==> src/fvbu_pkg.sv <==
// fvbu_pkg: shared types, constants and helper functions of the FM voice bulk unpacker.
// No dependencies; imported by the front, queue, back and top-level modules.
`timescale 1ns / 1ps

package fvbu_pkg;

    localparam int FVBU_QUEUE_DEPTH = 4;

    localparam logic [7:0] PACKED_LEN  = 8'd128;
    localparam logic [7:0] SINGLE_LEN  = 8'd155;
    localparam logic [7:0] LAST_INDEX  = 8'd154;
    localparam logic [7:0] OP_BYTES    = 8'd17;
    localparam logic [7:0] OP_PARAMS   = 8'd21;
    localparam logic [7:0] PEG_START   = 8'd102;
    localparam logic [7:0] ALGO_POS    = 8'd110;
    localparam logic [7:0] FBK_POS     = 8'd111;
    localparam logic [7:0] LFOSYNC_POS = 8'd116;
    localparam logic [7:0] TRANS_POS   = 8'd117;
    localparam logic [7:0] NAME_POS    = 8'd118;
    localparam logic [7:0] PEG_INDEX   = 8'd126;
    localparam logic [7:0] ALGO_INDEX  = 8'd134;
    localparam logic [7:0] LFO_INDEX   = 8'd137;
    localparam logic [7:0] NAME_INDEX  = 8'd145;
    localparam logic [6:0] NORM_LIMIT  = 7'd99;

    localparam logic FMT_PACKED = 1'b0;
    localparam logic FMT_SINGLE = 1'b1;

    // One queued request: up to three results, slot last_slot is the final one.
    typedef struct packed {
        logic [2:0][7:0] val;
        logic [2:0][7:0] idx;
        logic [1:0]      last_slot;
    } fvbu_entry_t;

    // floor(v*99/255) above 99; x/255 == (x*0x8081)>>23 for any 16-bit x
    function automatic logic [7:0] norm99(input logic [6:0] v);
        logic [13:0] x;
        logic [29:0] prod;
        begin
            x    = 14'(v) * 14'd99;
            prod = 30'(x) * 30'd32897;
            if (v <= NORM_LIMIT)
                norm99 = {1'b0, v};
            else
                norm99 = 8'(prod >> 23);
        end
    endfunction

    // operator number of a position below 102
    function automatic logic [2:0] op_of(input logic [7:0] pos);
        logic [2:0] op;
        begin
            op = 3'd0;
            for (int i = 1; i < 6; i++)
            begin
                if (pos >= 8'(i * 17))
                    op = op + 3'd1;
            end
            op_of = op;
        end
    endfunction

endpackage

==> src/fvbu_intf.sv <==
// fvbu_intf: valid/ready channel interfaces for voice bytes, unpacked parameters
// and the format register write. No dependencies.
`timescale 1ns / 1ps

interface fvbu_byte_if;
    logic       valid;
    logic       ready;
    logic [7:0] data_byte;
    logic       first_of_voice;

    modport source (output valid, output data_byte, output first_of_voice, input ready);
    modport sink   (input valid, input data_byte, input first_of_voice, output ready);
endinterface

interface fvbu_param_if;
    logic       valid;
    logic       ready;
    logic [7:0] out_byte;
    logic [7:0] out_index;
    logic       last_of_run;
    logic       voice_done;

    modport source (output valid, output out_byte, output out_index,
                    output last_of_run, output voice_done, input ready);
    modport sink   (input valid, input out_byte, input out_index,
                    input last_of_run, input voice_done, output ready);
endinterface

interface fvbu_cfg_if;
    logic valid;
    logic ready;
    logic voice_format;

    modport source (output valid, output voice_format, input ready);
    modport sink   (input valid, input voice_format, output ready);
endinterface

==> src/fvbu_front.sv <==
// fvbu_front: accepts voice bytes, tracks byte position and held detune, and
// turns each byte into one queue request. Depends on fvbu_pkg and fvbu_intf.
`timescale 1ns / 1ps

module fvbu_front (
    input  logic                 clk,
    input  logic                 rst_n,
    fvbu_byte_if.sink            voice_bytes,
    fvbu_cfg_if.sink             cfg,
    input  logic                 queue_full,
    output logic                 push,
    output fvbu_pkg::fvbu_entry_t push_entry
);
    import fvbu_pkg::*;

    logic       voice_format_reg;
    logic [7:0] pos_reg;
    logic [7:0] pos_next;
    logic [3:0] detune_reg;
    logic [3:0] detune_next;

    logic [7:0] pos;
    logic [7:0] len;
    logic [7:0] pos_inc;
    logic [6:0] v;
    logic [2:0] op;
    logic [7:0] k;
    logic [7:0] u;
    fvbu_entry_t e;

    assign cfg.ready         = 1'b1;
    assign voice_bytes.ready = !queue_full;
    assign push              = voice_bytes.valid && !queue_full;
    assign push_entry        = e;

    always_comb
    begin
        len     = (voice_format_reg == FMT_SINGLE) ? SINGLE_LEN : PACKED_LEN;
        pos     = voice_bytes.first_of_voice ? 8'd0 : pos_reg;
        if (pos >= len)
            pos = 8'd0;
        pos_inc = pos + 8'd1;
        pos_next = (pos_inc >= len) ? 8'd0 : pos_inc;

        v  = voice_bytes.data_byte[6:0];
        op = op_of(pos);
        k  = pos - 8'(op) * OP_BYTES;
        u  = 8'(op) * OP_PARAMS;

        detune_next = detune_reg;
        e.val       = '0;
        e.idx       = '0;
        e.last_slot = 2'd0;

        if (voice_format_reg == FMT_SINGLE)
        begin
            e.val[0] = voice_bytes.data_byte;
            e.idx[0] = pos;
        end
        else if (pos < PEG_START)
        begin
            case (k)
                8'd11:
                begin
                    e.val[0] = {6'd0, v[1:0]};  e.idx[0] = u + 8'd11;
                    e.val[1] = {6'd0, v[3:2]};  e.idx[1] = u + 8'd12;
                    e.last_slot = 2'd1;
                end
                8'd12:
                begin
                    e.val[0] = {5'd0, v[2:0]};  e.idx[0] = u + 8'd13;
                    detune_next = v[6:3];
                end
                8'd13:
                begin
                    e.val[0] = {6'd0, v[1:0]};  e.idx[0] = u + 8'd14;
                    e.val[1] = {5'd0, v[4:2]};  e.idx[1] = u + 8'd15;
                    e.last_slot = 2'd1;
                end
                8'd14:
                begin
                    e.val[0] = {1'b0, v};       e.idx[0] = u + 8'd16;
                end
                8'd15:
                begin
                    e.val[0] = {7'd0, v[0]};    e.idx[0] = u + 8'd17;
                    e.val[1] = {3'd0, v[5:1]};  e.idx[1] = u + 8'd18;
                    e.last_slot = 2'd1;
                end
                8'd16:
                begin
                    e.val[0] = {1'b0, v};       e.idx[0] = u + 8'd19;
                    e.val[1] = {4'd0, detune_reg}; e.idx[1] = u + 8'd20;
                    e.last_slot = 2'd1;
                end
                default:
                begin
                    // operator bytes 0..10
                    e.val[0] = norm99(v);       e.idx[0] = u + k;
                end
            endcase
        end
        else if (pos < ALGO_POS)
        begin
            e.val[0] = norm99(v);
            e.idx[0] = pos - PEG_START + PEG_INDEX;
        end
        else if (pos == ALGO_POS)
        begin
            e.val[0] = {3'd0, v[4:0]};
            e.idx[0] = ALGO_INDEX;
        end
        else if (pos == FBK_POS)
        begin
            e.val[0] = {5'd0, v[2:0]};  e.idx[0] = ALGO_INDEX + 8'd1;
            e.val[1] = {7'd0, v[3]};    e.idx[1] = ALGO_INDEX + 8'd2;
            e.last_slot = 2'd1;
        end
        else if (pos < LFOSYNC_POS)
        begin
            e.val[0] = {1'b0, v};
            e.idx[0] = pos - (FBK_POS + 8'd1) + LFO_INDEX;
        end
        else if (pos == LFOSYNC_POS)
        begin
            e.val[0] = {7'd0, v[0]};    e.idx[0] = LFO_INDEX + 8'd4;
            e.val[1] = {4'd0, v[4:1]};  e.idx[1] = LFO_INDEX + 8'd5;
            e.val[2] = {6'd0, v[6:5]};  e.idx[2] = LFO_INDEX + 8'd6;
            e.last_slot = 2'd2;
        end
        else if (pos == TRANS_POS)
        begin
            e.val[0] = {1'b0, v};
            e.idx[0] = LFO_INDEX + 8'd7;
        end
        else
        begin
            e.val[0] = {1'b0, v};
            e.idx[0] = pos - NAME_POS + NAME_INDEX;
        end
    end

    always_ff @(posedge clk or negedge rst_n)
    begin
        if (!rst_n)
        begin
            voice_format_reg <= FMT_PACKED;
            pos_reg          <= 8'd0;
            detune_reg       <= 4'd0;
        end
        else
        begin
            if (cfg.valid)
                voice_format_reg <= cfg.voice_format;
            if (push)
            begin
                pos_reg    <= pos_next;
                detune_reg <= detune_next;
            end
        end
    end

endmodule

==> src/fvbu_queue.sv <==
// fvbu_queue: small register FIFO of unpack requests between front and back.
// Depends on fvbu_pkg.
`timescale 1ns / 1ps

module fvbu_queue #(
    parameter int Depth = fvbu_pkg::FVBU_QUEUE_DEPTH
) (
    input  logic                  clk,
    input  logic                  rst_n,
    input  logic                  push,
    input  fvbu_pkg::fvbu_entry_t push_entry,
    output logic                  full,
    input  logic                  pop,
    output logic                  head_valid,
    output fvbu_pkg::fvbu_entry_t head_entry
);
    import fvbu_pkg::*;

    localparam int PtrW = (Depth > 1) ? $clog2(Depth) : 1;
    localparam int CntW = $clog2(Depth + 1);

    fvbu_entry_t     slots_reg [Depth];
    logic [PtrW-1:0] wr_ptr_reg;
    logic [PtrW-1:0] rd_ptr_reg;
    logic [CntW-1:0] count_reg;
    logic            do_push;
    logic            do_pop;

    assign full       = (count_reg == CntW'(Depth));
    assign head_valid = (count_reg != '0);
    assign head_entry = slots_reg[rd_ptr_reg];
    assign do_push    = push && !full;
    assign do_pop     = pop && head_valid;

    always_ff @(posedge clk)
    begin
        if (do_push)
            slots_reg[wr_ptr_reg] <= push_entry;
    end

    always_ff @(posedge clk or negedge rst_n)
    begin
        if (!rst_n)
        begin
            wr_ptr_reg <= '0;
            rd_ptr_reg <= '0;
            count_reg  <= '0;
        end
        else
        begin
            if (do_push)
                wr_ptr_reg <= (wr_ptr_reg == PtrW'(Depth - 1)) ? '0 : wr_ptr_reg + 1'b1;
            if (do_pop)
                rd_ptr_reg <= (rd_ptr_reg == PtrW'(Depth - 1)) ? '0 : rd_ptr_reg + 1'b1;
            if (do_push && !do_pop)
                count_reg <= count_reg + 1'b1;
            else if (!do_push && do_pop)
                count_reg <= count_reg - 1'b1;
        end
    end

endmodule

==> src/fvbu_back.sv <==
// fvbu_back: walks the slots of the head request and drives the registered
// parameter output channel. Depends on fvbu_pkg and fvbu_intf.
`timescale 1ns / 1ps

module fvbu_back (
    input  logic                  clk,
    input  logic                  rst_n,
    input  logic                  head_valid,
    input  fvbu_pkg::fvbu_entry_t head_entry,
    output logic                  pop,
    fvbu_param_if.source          params
);
    import fvbu_pkg::*;

    logic [1:0] slot_reg;
    logic       out_valid_reg;
    logic [7:0] out_byte_reg;
    logic [7:0] out_index_reg;
    logic       last_reg;
    logic       done_reg;
    logic       advance;
    logic       load;
    logic       at_last;
    logic [7:0] sel_idx;

    assign advance = !out_valid_reg || params.ready;
    assign load    = advance && head_valid;
    assign at_last = (slot_reg == head_entry.last_slot);
    assign pop     = load && at_last;
    assign sel_idx = head_entry.idx[slot_reg];

    assign params.valid       = out_valid_reg;
    assign params.out_byte    = out_byte_reg;
    assign params.out_index   = out_index_reg;
    assign params.last_of_run = last_reg;
    assign params.voice_done  = done_reg;

    always_ff @(posedge clk or negedge rst_n)
    begin
        if (!rst_n)
        begin
            slot_reg      <= 2'd0;
            out_valid_reg <= 1'b0;
        end
        else
        begin
            if (advance)
                out_valid_reg <= head_valid;
            if (load)
                slot_reg <= at_last ? 2'd0 : slot_reg + 2'd1;
        end
    end

    always_ff @(posedge clk)
    begin
        if (load)
        begin
            out_byte_reg  <= head_entry.val[slot_reg];
            out_index_reg <= sel_idx;
            last_reg      <= at_last;
            done_reg      <= (sel_idx == LAST_INDEX);
        end
    end

endmodule

==> src/fm_voice_bulk_unpacker.sv <==
// FM voice bulk unpacker top level: front classifier, request queue, output walker.
// Depends on fvbu_pkg, fvbu_intf, fvbu_front, fvbu_queue and fvbu_back.
//
// Usage:
//   voice_bytes : valid/ready stream of record bytes; first_of_voice restarts
//                 the byte position at zero.
//   params      : valid/ready stream of unpacked parameters with their index,
//                 last_of_run on the final result of a byte and voice_done on
//                 index 154.
//   cfg         : one-bit voice_format write (0 packed 128 bytes, 1 single
//                 155-byte passthrough); always ready, write only when idle.
// The first result of a byte is held in a queue slot and then loaded into the
// output register. Throughput: one byte per cycle is accepted while the request
// queue has room; the output side emits one result per cycle while the
// receiver is ready, so a byte giving 1 to 3 results is sent one result at a
// time. The single output port sets the overall rate.
// Reset clears the position, held detune, format (packed) and the queue.
// When the receiver stalls, the output register holds its result and the
// queue fills; voice_bytes.ready drops once QueueDepth requests are waiting.
`timescale 1ns / 1ps

module fm_voice_bulk_unpacker #(
    parameter int QueueDepth = fvbu_pkg::FVBU_QUEUE_DEPTH
) (
    input  logic         clk,
    input  logic         rst_n,
    fvbu_byte_if.sink    voice_bytes,
    fvbu_cfg_if.sink     cfg,
    fvbu_param_if.source params
);
    import fvbu_pkg::*;

    logic        queue_full;
    logic        push;
    fvbu_entry_t push_entry;
    logic        pop;
    logic        head_valid;
    fvbu_entry_t head_entry;

    fvbu_front u_front (
        .clk        (clk),
        .rst_n      (rst_n),
        .voice_bytes(voice_bytes),
        .cfg        (cfg),
        .queue_full (queue_full),
        .push       (push),
        .push_entry (push_entry)
    );

    fvbu_queue #(
        .Depth(QueueDepth)
    ) u_queue (
        .clk       (clk),
        .rst_n     (rst_n),
        .push      (push),
        .push_entry(push_entry),
        .full      (queue_full),
        .pop       (pop),
        .head_valid(head_valid),
        .head_entry(head_entry)
    );

    fvbu_back u_back (
        .clk       (clk),
        .rst_n     (rst_n),
        .head_valid(head_valid),
        .head_entry(head_entry),
        .pop       (pop),
        .params    (params)
    );

endmodule
==> src/flat_wrapper.sv <==
// flat-port wrapper written by rule: the top's interface ports become plain ports
module fm_voice_bulk_unpacker_flat import fvbu_pkg::*;
#(
    parameter int QueueDepth = fvbu_pkg::FVBU_QUEUE_DEPTH
)
  (clk, rst_n, voice_bytes_valid, voice_bytes_data_byte, voice_bytes_first_of_voice, voice_bytes_ready, cfg_valid, cfg_voice_format, cfg_ready, params_valid, params_out_byte, params_out_index, params_last_of_run, params_voice_done, params_ready);
  fvbu_byte_if voice_bytes_i ();
  fvbu_cfg_if cfg_i ();
  fvbu_param_if params_i ();
  input  logic clk;
  input  logic rst_n;
  input wire logic [$bits(voice_bytes_i.valid)-1:0] voice_bytes_valid;
  input wire logic [$bits(voice_bytes_i.data_byte)-1:0] voice_bytes_data_byte;
  input wire logic [$bits(voice_bytes_i.first_of_voice)-1:0] voice_bytes_first_of_voice;
  output wire logic [$bits(voice_bytes_i.ready)-1:0] voice_bytes_ready;
  input wire logic [$bits(cfg_i.valid)-1:0] cfg_valid;
  input wire logic [$bits(cfg_i.voice_format)-1:0] cfg_voice_format;
  output wire logic [$bits(cfg_i.ready)-1:0] cfg_ready;
  output wire logic [$bits(params_i.valid)-1:0] params_valid;
  output wire logic [$bits(params_i.out_byte)-1:0] params_out_byte;
  output wire logic [$bits(params_i.out_index)-1:0] params_out_index;
  output wire logic [$bits(params_i.last_of_run)-1:0] params_last_of_run;
  output wire logic [$bits(params_i.voice_done)-1:0] params_voice_done;
  input wire logic [$bits(params_i.ready)-1:0] params_ready;
  assign voice_bytes_i.valid = voice_bytes_valid;
  assign voice_bytes_i.data_byte = voice_bytes_data_byte;
  assign voice_bytes_i.first_of_voice = voice_bytes_first_of_voice;
  assign voice_bytes_ready = voice_bytes_i.ready;
  assign cfg_i.valid = cfg_valid;
  assign cfg_i.voice_format = cfg_voice_format;
  assign cfg_ready = cfg_i.ready;
  assign params_valid = params_i.valid;
  assign params_out_byte = params_i.out_byte;
  assign params_out_index = params_i.out_index;
  assign params_last_of_run = params_i.last_of_run;
  assign params_voice_done = params_i.voice_done;
  assign params_i.ready = params_ready;
  fm_voice_bulk_unpacker #(.QueueDepth(QueueDepth)) u_core (.clk(clk), .rst_n(rst_n), .voice_bytes(voice_bytes_i), .cfg(cfg_i), .params(params_i));
endmodule
==> config.mk <==
export PLATFORM = sky130hd
export DESIGN_NAME = fm_voice_bulk_unpacker_flat
export DESIGN_NICKNAME = d
export VERILOG_FILES = /design/src/fvbu_pkg.sv /design/src/fvbu_intf.sv /design/src/fvbu_front.sv /design/src/fvbu_queue.sv /design/src/fvbu_back.sv /design/src/fm_voice_bulk_unpacker.sv /design/src/flat_wrapper.sv
export SDC_FILE = /design/constraint.sdc
export NUM_CORES = 1
export LEC_CHECK = 0
export ABC_AREA = 1
export BUFFER_PORTS_ARGS = -buffer_cell sky130_fd_sc_hd__buf_2
export CAP_MARGIN = 5
export CORE_UTILIZATION = 58
export CTS_CLUSTER_DIAMETER = 60
export DETAILED_ROUTE_END_ITERATION = 6
export GPL_ROUTABILITY_DRIVEN = 1
export PLACE_DENSITY = 0.83
export SYNTH_ARGS = -nofsm -noshare
export SYNTH_HDL_FRONTEND = slang
export SYNTH_SLANG_ARGS = --single-unit
==> constraint.sdc <==
create_clock -name clk -period 8.3 [get_ports clk]
set_input_delay 1.66 -clock clk [delete_from_list [all_inputs] [get_ports clk]]
set_output_delay 1.66 -clock clk [all_outputs]
set_load 0.01 [all_outputs]
# Word-level counts from Yosys, hierarchy flattened
# Memories as Yosys holds them, arrays and structs flattened.
# Index checks and enable logic that the tools add are counted.
[totals]
mem_count = 1
mem_bits_ro = 0
ram_bits = 200
latch_bits = 0
regBits = 41
[classes]
n_addsub = 28
eq_ne = 15
reduce_logical = 18
div_mod_pow = 0
muxes = 70
shifts = 0
n_mul = 4
order_cmp = 12
bitwise = 1
[mem_list]
columns = ["memory", "depth", "word_bits", "read_ports", "rd_ports_with_merged_regs", "wr", "line_no", "text"]
rows = [
  ["u_core.u_queue.slots_reg", 4, 50, 1, 0, 1, "fvbu_queue.sv:22", "fvbu_entry_t slots_reg [Depth];"],
]
[op_table]
columns = ["op", "n"]
rows = [
  ["16-bit 2-to-1 mux", 20],
  ["8-bit 2-to-1 mux", 18],
  ["8-bit one-hot mux with 6 select lines", 1],
  ["8-bit by 4-bit adder with 8-bit output, second input constant", 5],
  ["8-bit by 5-bit adder with 8-bit output, second input constant", 5],
  ["8-bit by 4-bit == test with 1-bit output, second input constant", 5],
  ["18-bit 2-to-1 mux", 2],
  ["8-bit binary-select mux with 2-bit select", 2],
  ["8-bit by 7-bit == test with 1-bit output, second input constant", 4],
  ["8-bit one-hot mux with 4 select lines", 1],
  ["14-bit by 16-bit multiplier with 30-bit output, second input constant", 1],
  ["7-bit one-hot mux with 4 select lines", 1],
  ["8-bit by 7-bit < comparator with 1-bit output, second input constant", 3],
  ["8-bit by 7-bit subtractor with 8-bit output, second input constant", 3],
  ["7-bit 2-to-1 mux", 3],
  ["10-bit 2-to-1 mux", 2],
  ["5-bit one-hot mux with 4 select lines", 1],
  ["3-bit 2-to-1 mux", 6],
  ["8-bit adder, second input constant", 2],
  ["8-bit by 6-bit greater-or-equal comparator with 1-bit output, second input constant", 2],
  ["8-bit by 7-bit greater-or-equal comparator with 1-bit output, second input constant", 2],
  ["8-bit greater-or-equal comparator", 2],
  ["3-bit by 5-bit multiplier with 8-bit output, second input constant", 2],
  ["2-bit 2-to-1 mux", 8],
  ["27 further kinds", 47],
]

# Logic depth before layout (Yosys ltp)
[logic_depth]
ltp_word = 20
depth_mapped = 57

# Hierarchy
# Synthesis repeated with hierarchy kept, for this count alone.
[unflattened]
cells_unflattened = 1740
area_unflattened_um2 = 15627.5
[by_module_without_submodules]
columns = ["mod", "cells_per_inst", "instances", "area_each_um2", "seq_area_each_um2"]
rows = [
  ["fvbu_queue", 643, 1, 8330.5, 6180.9],
  ["fvbu_front", 956, 1, 6137.1, 325.3],
  ["fvbu_back", 141, 1, 1159.9, 615.6],
]

# Least setup slack after synthesis
# OpenSTA, ideal clock, no wires.
[synth_timing]
path_type = "input port to flip-flop"
start = "input voice_bytes_first_of_voice"
end = "memory u_core.u_queue.slots_reg[0][9] (netlist name) (data pin)"
slack_ps = -991
n_path_buf = 0
required_time_ps = 8095
stages = 49
setup_time_ps = 205
t_arrival_ps = 9087
path_cell_list = "nor2_1 > ha_1 > or2_2 > nand4_1 > nand2_4 > nor2_1 > inv_2 > ha_1 > a31oi_1 > nor3_1 > ha_1 > inv_1 > nand2_1 > nand2_1 > inv_1 > ha_1 > mux2_2 > ha_1 > (+13 left out) > nand3_1 > inv_2 > a21oi_2 > inv_2 > ha_1 > a21oi_1 > o21bai_1 > a21oi_1 > inv_1 > a21oi_1 > nor2_1 > nor2_1 > nor2_1 > nor2_1 > xor2_1 > xor2_1 > o211ai_1 > a21boi_0"
[synth_lines]
columns = ["element", "line_no", "text"]
rows = [
  ["from (decl)", "flat_wrapper.sv:14", "input wire logic [$bits(voice_bytes_i.first_of_voice)-1:0] voice_bytes_first_of_voice;"],
  ["to (decl)", "fvbu_queue.sv:22", ""],
]

==> impl_metrics.py <==
metrics = {
    "grt": {
        "number_of_antenna_violations_at_the_first_check_in_global_routing": 0,
        "grt_most_used_layer": "met2",
        "grt_use_met3_pct": 4.07,
        "vias_in_the_first_global_route": 10400,
        "first_pass_grt_wire_length_microns": 52000,
        "gr-usage-met2_pct": 55.7,
        "grt_use_total_pct": 31.0,
        "grt_max_degree": 70,
        "grt_use_met1_pct": 37.7,
        "overflow": 0,
    },
    "floorplanning": {
        "floorplan.initialDensity_pct": 59.6,
        "io_pins": 36,
        "die_y_microns": 147,
        "core_area_sq_um": 20400,
        "die_area_sq_um": 21600,
        "floorplan.rows": 52,
        "die-width_microns": 147,
    },
    "synthesis": {
        "per_instance_average_area_after_synthesis_sq_um": 8.86,
        "postSynthNetCount": 1540,
        "ys_warn_count": 0,
        "yosysUniqueCellTypes": 57,
        "ys_async_sr_fraction_pct": 13.3,
        "synth_edf_count": 150,
        "synth_ff_type": "sky130_fd_sc_hd__edfxtp_1",
        "mappedNetlistArea_sq_um": 12200,
        "synth_seq_cells": 173,
        "synthCells": 1374,
        "ys_seq_area_share_pct": 41.7,
    },
    "route": {
        "detail_route.iter0.violations": 1077,
        "finalWirelength_microns": 33100,
        "detail_route.vias_per_cell": 5.87,
        "routedWlPerCell_microns": 18.2,
        "ant_nets": 0,
        "drt_drc_violations_left": 1,
        "dr.pass1.iters": 7,
        "vias": 10700,
    },
    "pwr": {
        "total_leakage_power_nw": 6.68,
        "report.power.total_mw": 3.68,
        "powerDensity_nw_per_um2": 251,
        "max-vdd-ir-drop_v": 0.000178,
    },
    "clocking": {
        "cts-root-to-sink-buffers": 2,
        "numCtsBuffers": 17,
        "clock_pin_slew_worst_setup_and_hold_paths_ns": 0.06,
        "tritoncts": "built",
        "numClockSinks": 173,
        "clk-insertion-delay-late_ns": 0.43,
        "clk_root_buffer_cell": "sky130_fd_sc_hd__clkbuf_16",
        "htree_levels": 4,
    },
    "cells_and_area": {
        "largest_register_ff_count": 132,
        "final_layout_size_suffix_gt1_share_pct": 23.2,
        "register_area_sq_um": 5080,
        "n_antenna_cell": 0,
        "areaGrowthSynthToFinish_pct": 20.6,
        "net_total_in_the_final_layout": 1699,
        "multiInputGateArea_sq_um": 6770,
        "fillerInstances": 1438,
    },
    "setup_path": {
        "critPathMostFrequentCell": "sky130_fd_sc_hd__ha_4",
        "largest_stage_delay_on_the_critical_path_ns": 0.29,
        "crit_fanout": 6,
        "critical_path.endpoint_type": "flip-flop",
        "worst-endpoint-required_ns": 8.45,
        "crit_type": "in2reg",
        "timing.critical_path.buf_inv": 10,
        "worst_path_max_delay_cell": "sky130_fd_sc_hd__mux2_4",
        "critical_path.startpoint_type": "input pin",
        "arrival_ns": 8.48,
        "cp_top_family": "simple AND/OR/NAND/NOR gates",
    },
    "run_status": {
        "violations": "DRC, setup timing",
        "outcome": "finished, violations left",
    },
    "place": {
        "port-buffer-count": 34,
        "dp.final_hpwl_microns": 23200,
        "pre_cts_ws_ns": -0.696,
        "place_congestion": 0.978,
    },
    "hold_path": {
        "hold_path_class": "reg2reg",
    },
    "sta": {
        "timing.clock.skew_ns": 0.0114,
        "timing.final.crit_share_pct": 100,
        "hold_viol": 0,
        "report.final.slew_viol_count": 0,
        "clock.fmax_ghz": 0.120,
        "finalWorstPathRequiredPeriod_ns": 8.33,
        "finalWorstSetupSlack_ns": -0.0252,
        "slew_headroom_pct": 26.5,
        "worst_pin_slew_ns": 1.10,
        "setup-violations-final": 4,
        "setup_repair_after_global_routing_missed_its_margin": "true",
    },
    "job": {
        "drv.max_cap_violation_count": 0,
    },
}
## placed cells by master, fill, tap and decap left out, drive strengths merged, types with 2 or more instances in the layout
cell type	instances
clkbuf	20
a22o	6
nand2	218
xor2	32
nand3	83
ha	142
a21oi	58
o31ai	4
o21bai	3
o21a	3
xnor2	12
or2	8
nand4	11
nand3b	4
o211ai	10
o2111ai	2
o21ai	133
nor2	180
dfrtp	23
a31oi	13
inv	172
buf	173
clkinvlp	2
nor4	3
o22ai	36
nor3	10
fa	9
a21boi	3
edfxtp	150
clkinv	12
## metal layers
layer  vias to the layer above  wire, microns
met5                         -              0
met2                       499          17000
met1                      5023          12800
li1                       5036              -
met4                         0           1040
met3                        97           2230
## cells by family after synthesis
| kind of cell | synth area share (%) |
|---|---|
| adders and majority gates | 16.1 |
| other | 0.0308 |
| muxes | 0.0925 |
| and+or+nand+nor | 19.5 |
| xor gates and xnor gates | 3.16 |
| AOI/OAI and AO/OA | 12.9 |
| buffers and inverters | 6.51 |
| DFF | 41.7 |
## synth_stat cells, types with 7 or more instances
master,n,area (sq um)
sky130_fd_sc_hd__a21oi_1,56,280
sky130_fd_sc_hd__a31oi_1,13,81.3
sky130_fd_sc_hd__clkbuf_1,28,105
sky130_fd_sc_hd__dfrtp_1,23,576
sky130_fd_sc_hd__edfxtp_1,150,4500
sky130_fd_sc_hd__fa_1,9,180
sky130_fd_sc_hd__ha_1,142,1780
sky130_fd_sc_hd__inv_1,157,589
sky130_fd_sc_hd__inv_2,13,48.8
sky130_fd_sc_hd__nand2_1,198,743
sky130_fd_sc_hd__nand2_2,13,81.3
sky130_fd_sc_hd__nand2_4,7,78.8
sky130_fd_sc_hd__nand3_1,76,380
sky130_fd_sc_hd__nand4_1,10,62.6
sky130_fd_sc_hd__nor2_1,167,627
sky130_fd_sc_hd__nor2_4,7,78.8
sky130_fd_sc_hd__nor3_1,8,40.0
sky130_fd_sc_hd__o211ai_1,9,67.6
sky130_fd_sc_hd__o21ai_0,124,621
sky130_fd_sc_hd__o21ai_1,9,45.0
sky130_fd_sc_hd__o22ai_1,36,225
sky130_fd_sc_hd__or2_2,7,43.8
sky130_fd_sc_hd__xnor2_1,12,105
sky130_fd_sc_hd__xor2_1,32,280
## worst paths after layout
kind,start,to,slack (ns),cells after the start
max in group asynchronous,rst_n,u_core.u_queue.rd_ptr_reg[0]$_DFFE_PN0P_,6.65,1
min in group asynchronous,rst_n,u_core.u_queue.rd_ptr_reg[0]$_DFFE_PN0P_,1.23,1
worst min register to register,u_core.u_front.detune_reg[3]$_DFFE_PN0P_,u_core.u_front.detune_reg[3]$_DFFE_PN0P_,0.54,2
worst min-delay path,u_core.u_front.detune_reg[3]$_DFFE_PN0P_,u_core.u_front.detune_reg[3]$_DFFE_PN0P_,0.54,2
worst max-delay path,voice_bytes_first_of_voice,u_core.u_queue.slots_reg[3][9]$_DFFE_PP_,-0.03,51
worst max register to register,u_core.u_front.voice_format_reg$_DFFE_PN0P_,u_core.u_queue.slots_reg[3][9]$_DFFE_PP_,0.74,54
## worst min-delay path, stage by stage, from the launching register on
cell                      delay (ns)
sky130_fd_sc_hd__dfrtp_1        0.33
sky130_fd_sc_hd__inv_1          0.05
sky130_fd_sc_hd__o21ai_1        0.12
## stage by stage
| step | TNS (ns) | std cells | hold WS (ns) | instance area [sq um] | utilization [%] |
|---|---|---|---|---|---|
| 2_1_floorplan | -1.41 | 1374 | 0.464 | 12400 | - |
| 6_report | -0.101 | 1816 | 0.537 | 14700 | 71.9 |
| 5_1_grt | -4.77 | 1816 | 0.557 | 14700 | 71.9 |
| 4_1_cts | 0 | 1804 | 0.537 | 14400 | 70.5 |
| 3_5_place_dp | -10.36 | 1770 | 0.492 | 13800 | 67.4 |
| 3_3_place_gp | -5.02 | 1770 | 0.492 | 13800 | 67.4 |
## cell type report
cell class | instances | area share [%]
flip-flops and latches | 173 | 34.6
inverters | 175 | 4.57
well taps | 270 | 2.30
clock inverters | 12 | 0.733
clock buffers | 20 | 3.26
repair buffers | 173 | 8.39
multi-input cells | 993 | 46.1
## timing repair
action,in CTS,in global routing
pin swaps,13,52
gates cloned,0,0
endpoints found under the setup margin,12,36
hold buffers,0,0
buffers inserted,2,13
gates resized for setup,9,52
## power by group
part           switching [mW]  internal, mW  total, mW
logic                    1.05         0.588       1.63
registers              0.0686          1.21       1.28
clock network           0.320         0.449      0.769
Note: power is estimated with default switching activity, not from simulation.
